===== config.mk =====
export PLATFORM = sky130hd
export DESIGN_NAME = hhr_div
export DESIGN_NICKNAME = d
export VERILOG_FILES = /design/src/rtl/assert_macros.svh /design/src/rtl/hhr_div.sv
export SDC_FILE = /design/constraint.sdc
export NUM_CORES = 1
export LEC_CHECK = 0
export BUFFER_PORTS_ARGS = -buffer_cell sky130_fd_sc_hd__buf_2
export CAP_MARGIN = 20
export CORE_MARGIN = 1.5
export CORE_UTILIZATION = 50
export CTS_CLUSTER_SIZE = 14
export DETAILED_ROUTE_END_ITERATION = 12
export GPL_TIMING_DRIVEN = 1
export PLACE_DENSITY = 0.66
export REMOVE_ABC_BUFFERS = 1
export SYNTH_ARGS = -nofsm -noshare
export SYNTH_HDL_FRONTEND = slang
export SYNTH_SLANG_ARGS = --single-unit

===== constraint.sdc =====
create_clock -name clk -period 6.4 [get_ports clk]
set_input_delay 0.96 -clock clk [delete_from_list [all_inputs] [get_ports clk]]
set_output_delay 0.96 -clock clk [all_outputs]
set_load 0.005 [all_outputs]

===== src/rtl/assert_macros.svh =====
// Assertion macros shared by the RTL of the color converter.
// Self-contained; the bodies are empty when SYNTHESIS is defined.
`ifndef ASSERT_MACROS_SVH
`define ASSERT_MACROS_SVH
`ifndef SYNTHESIS
// Fails at any clock edge out of reset where the condition holds.
`define ASSERT_NEVER(label, ck, rn, cond) \
    label: assert property (@(posedge ck) disable iff (!rn) !(cond)) \
        else $error("forbidden condition seen");
// Fails when the antecedent holds and the consequent does not at the same edge.
`define ASSERT_IMPLIES(label, ck, rn, ante, cons) \
    label: assert property (@(posedge ck) disable iff (!rn) (ante) |-> (cons)) \
        else $error("implication violated");
`else
`define ASSERT_NEVER(label, ck, rn, cond)
`define ASSERT_IMPLIES(label, ck, rn, ante, cons)
`endif
`endif


===== src/rtl/hhr_div.sv =====
// Pipelined restoring divider for the saturation of the converter.
// Stand-alone module; one quotient bit per register stage.
module hhr_div #(
    parameter int W  = 16,
    parameter int PW = 1
) (
    input  logic          clk,
    input  logic          rst_n,
    input  logic          en,
    input  logic          in_valid,
    input  logic [W-1:0]  num,
    input  logic [W-1:0]  den,
    input  logic [PW-1:0] in_side,
    output logic          out_valid,
    output logic [W-1:0]  quo,
    output logic [PW-1:0] out_side
);

    // Computes num * (2^W - 1) / den, valid for 0 < num <= den.
    // The dividend is (num - 1) * 2^W + (2^W - num), so its upper half is
    // already below den and W shift-subtract steps give the whole quotient.
    // Quotient bits shift into the low half as dividend bits leave it.

    logic [2*W-1:0] part_reg [W];
    logic [W-1:0]   den_reg  [W-1];
    logic [PW-1:0]  side_reg [W];
    logic           vld_reg  [W];

    for (genvar k = 0; k < W; k++) begin : g_stage
        logic [2*W-1:0] part_in;
        logic [W-1:0]   den_in;
        logic [PW-1:0]  side_in;
        logic           vld_in;
        logic [W:0]     trial;
        logic [W:0]     diff;
        logic           ge;

        if (k == 0) begin : g_first
            assign part_in = {num - W'(1), ~num + W'(1)};
            assign den_in  = den;
            assign side_in = in_side;
            assign vld_in  = in_valid;
        end
        else begin : g_next
            assign part_in = part_reg[k-1];
            assign den_in  = den_reg[k-1];
            assign side_in = side_reg[k-1];
            assign vld_in  = vld_reg[k-1];
        end

        assign trial = part_in[2*W-1:W-1];
        assign diff  = trial - {1'b0, den_in};
        assign ge    = (trial >= {1'b0, den_in});

        always_ff @(posedge clk or negedge rst_n)
        begin
            if (!rst_n)
            begin
                vld_reg[k] <= 1'b0;
            end
            else if (en)
            begin
                vld_reg[k] <= vld_in;
            end
        end

        always_ff @(posedge clk)
        begin
            if (en)
            begin
                part_reg[k] <= {(ge ? diff[W-1:0] : trial[W-1:0]), part_in[W-2:0], ge};
                side_reg[k] <= side_in;
            end
        end

        if (k < W - 1) begin : g_den
            always_ff @(posedge clk)
            begin
                if (en)
                begin
                    den_reg[k] <= den_in;
                end
            end
        end
    end

    assign out_valid = vld_reg[W-1];
    assign quo       = part_reg[W-1][W-1:0];
    assign out_side  = side_reg[W-1];

endmodule


==> results of run 1 <==
==> layout by cell type (no fill, tap or decap), drive strengths merged, types with 71 or more instances in the layout <==
| cell type | Yosys | routed |
|---|---|---|
| a21o | 72 | 72 |
| nor2 | 145 | 145 |
| clkbuf | 19 | 102 |
| xnor2 | 110 | 110 |
| inv | 331 | 334 |
| o21ai | 95 | 95 |
| edfxtp | 752 | 752 |
| nand2 | 89 | 89 |
| ha | 257 | 257 |
| a21oi | 174 | 174 |
| mux2 | 186 | 186 |
| buf | 16 | 71 |
==> critical path: cells and delay by family <==
family,cells,cell delay [ns]
and+or+nand+nor,5,1.73
buffers and inverters,2,0.39
adders and majority gates,1,0.19
muxes,1,0.31
xor gates and xnor gates,1,0.20
AOI/OAI and AO/OA,5,1.18
==> worst max-delay path by stage <==
stage,endpoint
after global placement,part_reg[0][17]
after CTS,part_reg[0][17]
after global routing,part_reg[0][17]
after detailed placement,part_reg[0][17]
final,part_reg[0][17]
after floorplan,part_reg[0][17]
==> power by group through the flow <==
stage                     registers, mW  logic (mW)  clock network (mW)
after floorplan                    7.53        6.03                   0
after global placement             7.85        7.54                   0
after detailed placement           7.86        7.72                   0
after CTS                          7.78        7.80                4.74
after global routing               7.87        8.67                4.94
final                              7.76        7.83                4.61
==> through the flow <==
stage	util	instance area, sq um	setup slack, ns
6_report	0.561	42600	1.80
3_3_place_gp	0.526	39900	1.23
2_1_floorplan	-	38200	1.78
3_5_place_dp	0.526	39900	1.13
5_1_grt	0.561	42600	1.50
4_1_cts	0.561	42600	1.83
==> layer usage <==
layer | vias up | routed length [um]
li1 | 11000 | -
met1 | 11000 | 33300
met2 | 490 | 37000
met3 | 121 | 3230
met4 | 0 | 1600
met5 | - | 0
==> Yosys cell counts, drive strengths merged, types with 7 or more instances <==
cell	number	area [sq um]
or3	10	67.6
a21o	72	541
mux2i	42	420
xnor2	110	963
nand2	89	334
and4	13	114
a21oi	174	871
xor2	64	568
and3	24	150
o21ai	95	475
clkbuf	19	71.3
or2	17	106
nor2	145	544
nand2b	32	200
edfxtp	752	22600
a211o	8	70.1
o31a	12	105
o21a	37	278
mux2	186	2100
a21boi	13	97.6
dfrtp	16	400
nor2b	46	288
nand3	28	145
nand4	41	257
nor3	54	275
a211oi	10	80.1
fa	15	300
buf	16	115
o21bai	12	90.1
a31oi	22	153
ha	257	3220
inv	331	1240
a311oi	9	96.4
o211ai	7	52.6
o2bb2ai	8	70.1
nor4	7	58.8
o31ai	17	128
==> layout make-up <==
type	count	area (sq um)	share of cell area
sequential	768	23000	0.539
multi-input combinational	1760	14000	0.328
clock buffer	102	2210	0.0519
tap	1030	1290	0.0303
inverter	331	1240	0.0292
timing repair buffer	71	473	0.0111
clock inverter	49	434	0.0102
==> kinds of logic after synthesis <==
logic type	Yosys count
xor gates and xnor gates	174
adders and majority gates	272
AOI/OAI and AO/OA	553
DFF	768
and+or+nand+nor	533
buffers and inverters	366
muxes	228
==> impl_metrics.env, run 1 <==
export IMPL_fmax_mhz=217
export IMPL_combPwrFrac=0.388
export IMPL_worst_pin_slew_ns=1.04
export IMPL_crit_slowest_cell="or4_1"
export IMPL_dieHeight_um=280
export IMPL_cp_required_ns=6.79
export IMPL_fin_hold_ws_ns=0.239
export IMPL_holdCritPathClass="in2async"
export IMPL_hold_violations=0
export IMPL_setup_tns_ns=0
export IMPL_rrSetupSlack_ns=2.60
export IMPL_synthArstFlopShare=0.0208
export IMPL_nets=3324
export IMPL_slew_headroom=0.304
export IMPL_fin_cells=4111
export IMPL_synth_edf_count=752
export IMPL_die_w_um=280
export IMPL_rsz0062_at_grt="no"
export IMPL_cp_end_kind="register"
export IMPL_clk_pin_slew_ns=0.06
export IMPL_grt_util_met3=0.0261
export IMPL_place_inst=3958
export IMPL_clock_latency_ns=0.64
export IMPL_final_period_utilization=0.719
export IMPL_via_per_inst=5.49
export IMPL_fin_crit_ns=4.60
export IMPL_synth_distinct_cells=84
export IMPL_avgRoutedWirePerCell_um=18.3
export IMPL_netlist_area_sq_um=38400
export IMPL_clockBufferDepth=3
export IMPL_htreeDepth=3
export IMPL_cts_tree="built"
export IMPL_path_common_cell="o21ai_0"
export IMPL_ys_dominant_reg_cell="edfxtp_1"
export IMPL_dpl_hpwl_mm=54.5
export IMPL_grtUsageMet2=0.335
export IMPL_rows=101
export IMPL_regToRegStartpoint="den_reg[4][17]"
export IMPL_cts_hold_buf=0
export IMPL_cp_startpoint="num[9]"
export IMPL_synth_adder_area_share=0.0916
export IMPL_p_sw_mw=6.70
export IMPL_synthMuxAreaShare=0.0657
export IMPL_internal_power_mw=13.5
export IMPL_cp_max_fo=9
export IMPL_synth_xor_area_frac=0.0399
export IMPL_syn2layout_area_growth_pct=11.0
export IMPL_grt_use_total=0.194
export IMPL_status="finished, final reports clean"
export IMPL_start_util=0.505
export IMPL_cts_buffers=83
export IMPL_antenna_found_initial=0
export IMPL_avgSynthCellArea_sq_um=13.3
export IMPL_firstDrtPassIters=5
export IMPL_cts_root_buf="clkbuf_16"
export IMPL_design_core_area_sq_um=75900
export IMPL_drive_gt1_frac=0.132
export IMPL_ir_worst_vdd_uv=215
export IMPL_synth_compound_area_frac=0.0948
export IMPL_overflow=0
export IMPL_power_leakage_nw=17.0
export IMPL_sw_frac_of_total=0.332
export IMPL_largest_reg_flops=496
export IMPL_routabilityCongestion=0.882
export IMPL_cts_resized=0
export IMPL_worstPathCellList="buf_2 -> or4_1 -> or3_4 -> nor4_4 -> xor2_2 -> ha_1 -> nor2b_1 -> o21ai_0 -> a21oi_1 -> o31ai_1 -> a211oi_1 -> o21ai_0 -> and2_1 -> buf_4 -> mux2_4"
export IMPL_reg2regPathDepth=10
export IMPL_powerDensity_nw_per_um2=474
export IMPL_postCtsSetupBuffers=0
export IMPL_clockPowerShare=0.228
export IMPL_start_kind="input port"
export IMPL_drt_iter0_drc=1483
export IMPL_die_area_sq_um=78400
export IMPL_vias=22600
export IMPL_synth_simple_area_share=0.0718
export IMPL_total_power_mw=20.2
export IMPL_cap_violations=0
export IMPL_clock_skew_ns=0.0242
export IMPL_grt_pass1_vias=22900
export IMPL_synth_top_family_by_area="compound AO/OA/AOI/OAI gates"
export IMPL_antenna_cells=0
export IMPL_grt_pass1_wl_mm=121
export IMPL_top_usage_layer="met2"
export IMPL_clock_sinks=768
export IMPL_r2r_end="part_reg[5][23]"
export IMPL_ys_seq_area_frac=0.599
export IMPL_ys_warn_count=0
export IMPL_synth_seq_cells=768
export IMPL_final_max_slew_violation_count=0
export IMPL_pwr_share_seq=0.384
export IMPL_grt_max_degree=158
export IMPL_drtAntennaViolNets=0
export IMPL_met1_usage=0.256
export IMPL_portBuffers=54
export IMPL_fillers=6113
export IMPL_wl_mm=75.1
export IMPL_drc=0
export IMPL_worstPathArrival_ns=4.99
export IMPL_synthesis_instances=2894
export IMPL_critical_path_max_stage_delay_ns=0.56
export IMPL_setup_violations=0
export IMPL_worstSetupPathType="in2reg"
export IMPL_ios=55
(Power assumes the default switching activity.)
==> run 2: changes to the inputs <==
- PLACE_DENSITY: 0.66 -> 0.68
- clock period: 6.4 -> 3.91 ns (I/O delays scaled with it)
==> run 2 against run 1 <==
Against the previous run: non-clock buffer count increased by 55; clock-buffer cell count decreased by 1; sequential power increased by 64%; setup slack got worse by 1.6 ns; register-to-register slack got worse by 2.2 ns; die area unchanged; first-iteration DRC count increased by 11%; sequential share of layout area decreased by 0.48 points; clock power increased by 61%; global-route usage increased by 0.15 points; flip-flop and latch count unchanged; clock skew increased by 0.013 ns; critical endpoint is now part_reg[0][26]; largest cell class unchanged; largest power group unchanged; highest routed layer unchanged.
==> impl_metrics.env, run 2 (synthesis results as in run 1) <==
export IMPL_critical_path_max_stage_delay_ns=0.56
export IMPL_wl_mm=75.5
export IMPL_postCtsSetupBuffers=0
export IMPL_clock_sinks=768
export IMPL_final_max_slew_violation_count=0
export IMPL_drive_gt1_frac=0.146
export IMPL_met1_usage=0.247
export IMPL_path_common_cell="a21oi_1"
export IMPL_status="finished, final reports clean"
export IMPL_antenna_found_initial=0
export IMPL_ios=55
export IMPL_grt_pass1_wl_mm=122
export IMPL_fin_area_sq_um=43000
export IMPL_r2r_end="part_reg[3][63]"
export IMPL_start_util=0.505
export IMPL_rrSetupSlack_ns=0.36
export IMPL_htreeDepth=3
export IMPL_endpoint="part_reg[0][26]"
export IMPL_vias=22900
export IMPL_reg2regPathDepth=12
export IMPL_hold_violations=0
export IMPL_placed_cell_area_sq_um=40400
export IMPL_total_power_mw=32.8
export IMPL_syn2layout_area_growth_pct=12.0
export IMPL_final_period_utilization=0.952
export IMPL_via_per_inst=5.50
export IMPL_firstDrtPassIters=5
export IMPL_overflow=0
export IMPL_start_kind="input port"
export IMPL_rsz0062_at_grt="no"
export IMPL_clock_skew_ns=0.0373
export IMPL_worstPathCellList="buf_2 -> or4_1 -> or3_4 -> nor4_4 -> xor2_2 -> ha_1 -> inv_1 -> fa_1 -> a21o_1 -> a21oi_1 -> o21ai_1 -> a31oi_1 -> o21bai_1 -> a21oi_1 -> xor2_1 -> mux2i_1"
export IMPL_cts_tree="built"
export IMPL_fin_cells=4160
export IMPL_clockBufferDepth=3
export IMPL_design_core_area_sq_um=75900
export IMPL_worst_path_buf_inv=2
export IMPL_die_area_sq_um=78400
export IMPL_setup_violations=0
export IMPL_drtAntennaViolNets=0
export IMPL_cts_buffers=82
export IMPL_grt_max_degree=91
export IMPL_seqCellArea_sq_um=23000
export IMPL_cp_depth=16
export IMPL_portBuffers=54
export IMPL_grtUsageMet2=0.346
export IMPL_clk_pin_slew_ns=0.06
export IMPL_fin_crit_ns=3.72
export IMPL_worstSetupPathType="in2reg"
export IMPL_worst_pin_slew_ns=0.916
export IMPL_layout_common_cells="edfxtp_1, inv_1, ha_1"
export IMPL_cp_required_ns=4.29
export IMPL_cap_violations=0
export IMPL_grt_util_met3=0.0268
export IMPL_holdCritPathClass="in2reg"
export IMPL_grt_use_total=0.196
export IMPL_rows=101
export IMPL_die_w_um=280
export IMPL_final_common_cell="edfxtp_1"
export IMPL_drc=0
export IMPL_slew_headroom=0.389
export IMPL_fillers=6020
export IMPL_place_inst=4013
export IMPL_cp_top_family="simple AND/OR/NAND/NOR gates"
export IMPL_cp_startpoint="num[9]"
export IMPL_fmax_mhz=269
export IMPL_dpl_hpwl_mm=55.3
export IMPL_cp_end_kind="register"
export IMPL_largest_reg_flops=496
export IMPL_powerDensity_nw_per_um2=763
export IMPL_clock_latency_ns=0.63
export IMPL_top_usage_layer="met2"
export IMPL_multi_input_area_sq_um=14000
export IMPL_cp_max_fo=3
export IMPL_nets=3378
export IMPL_avgRoutedWirePerCell_um=18.2
export IMPL_drt_iter0_drc=1641
export IMPL_regToRegStartpoint="den_reg[3][1]"
export IMPL_power_leakage_nw=17.3
export IMPL_worstPathArrival_ns=4.11
export IMPL_dieHeight_um=280
export IMPL_crit_slowest_cell="or4_1"
export IMPL_ir_worst_vdd_uv=455
export IMPL_cts_root_buf="clkbuf_16"
export IMPL_routabilityCongestion=0.937
export IMPL_grt_pass1_vias=23200
export IMPL_antenna_cells=0
==> run 2: worst reg2reg max path: cells and delay by family (launching register included) <==
| kind | cells | cell delay [ns] |
|---|---|---|
| muxes | 1 | 0.32 |
| buffers and inverters | 3 | 0.44 |
| adders and majority gates | 1 | 0.31 |
| DFF | 1 | 0.40 |
| and+or+nand+nor | 2 | 0.41 |
| AOI/OAI and AO/OA | 5 | 1.41 |
==> run 2: how the worst min path moves through the flow <==
stage / startpoint / endpoint / cells after the start
after detailed placement: part_reg[0][33] / part_reg[1][2] / 0
final: den[11] / den_reg[0][11] / 1
after global routing: in_side / side_reg[0][0] / 1
after floorplan: rst_n / g_stage[10].vld_in / 0
after global placement: part_reg[5][1] / part_reg[5][34] / 0
after CTS: in_side / side_reg[0][0] / 1
==> run 2: layer usage <==
metal,part of all wire,wire (um)
met1,0.43,32400
met2,0.50,38100
met3,0.035,2630
met4,0.031,2330
met5,0,0
==> run 2: what timing repair did <==
action | 4_1_cts | 5_1_grt
gates resized for setup | 0 | 4
hold buffers | 1 | 0
setup endpoints to repair | 0 | 16
endpoints found under the hold margin | 16 | 0
==> run 2: through the flow <==
| step | worst slack, ns | hold slack (ns) | TNS, ns | utilization |
|---|---|---|---|---|
| 4_1_cts | 0.149 | 0.107 | 0 | 0.566 |
| 6_report | 0.188 | 0.143 | 0 | 0.566 |
| 5_1_grt | 0.0116 | 0.111 | 0 | 0.566 |
| 3_3_place_gp | -0.412 | 0.402 | -5.20 | 0.532 |
| 2_1_floorplan | -0.335 | 0.291 | -2.65 | - |
| 3_5_place_dp | -0.505 | 0.405 | -5.83 | 0.532 |
==> run 2: cell type report <==
cell class	count	area share
clock buffer	101	0.0499
sequential	768	0.535
multi-input combinational	1760	0.325
timing repair buffer	126	0.0217
tap	1030	0.0300
clock inverter	44	0.00984
inverter	331	0.0289
==> run 2: power by group <==
group | internal, mW | switching, mW
clock network | 4.25 | 3.15
logic | 6.17 | 6.59
registers | 11.7 | 0.994
total | 22.1 | 10.7
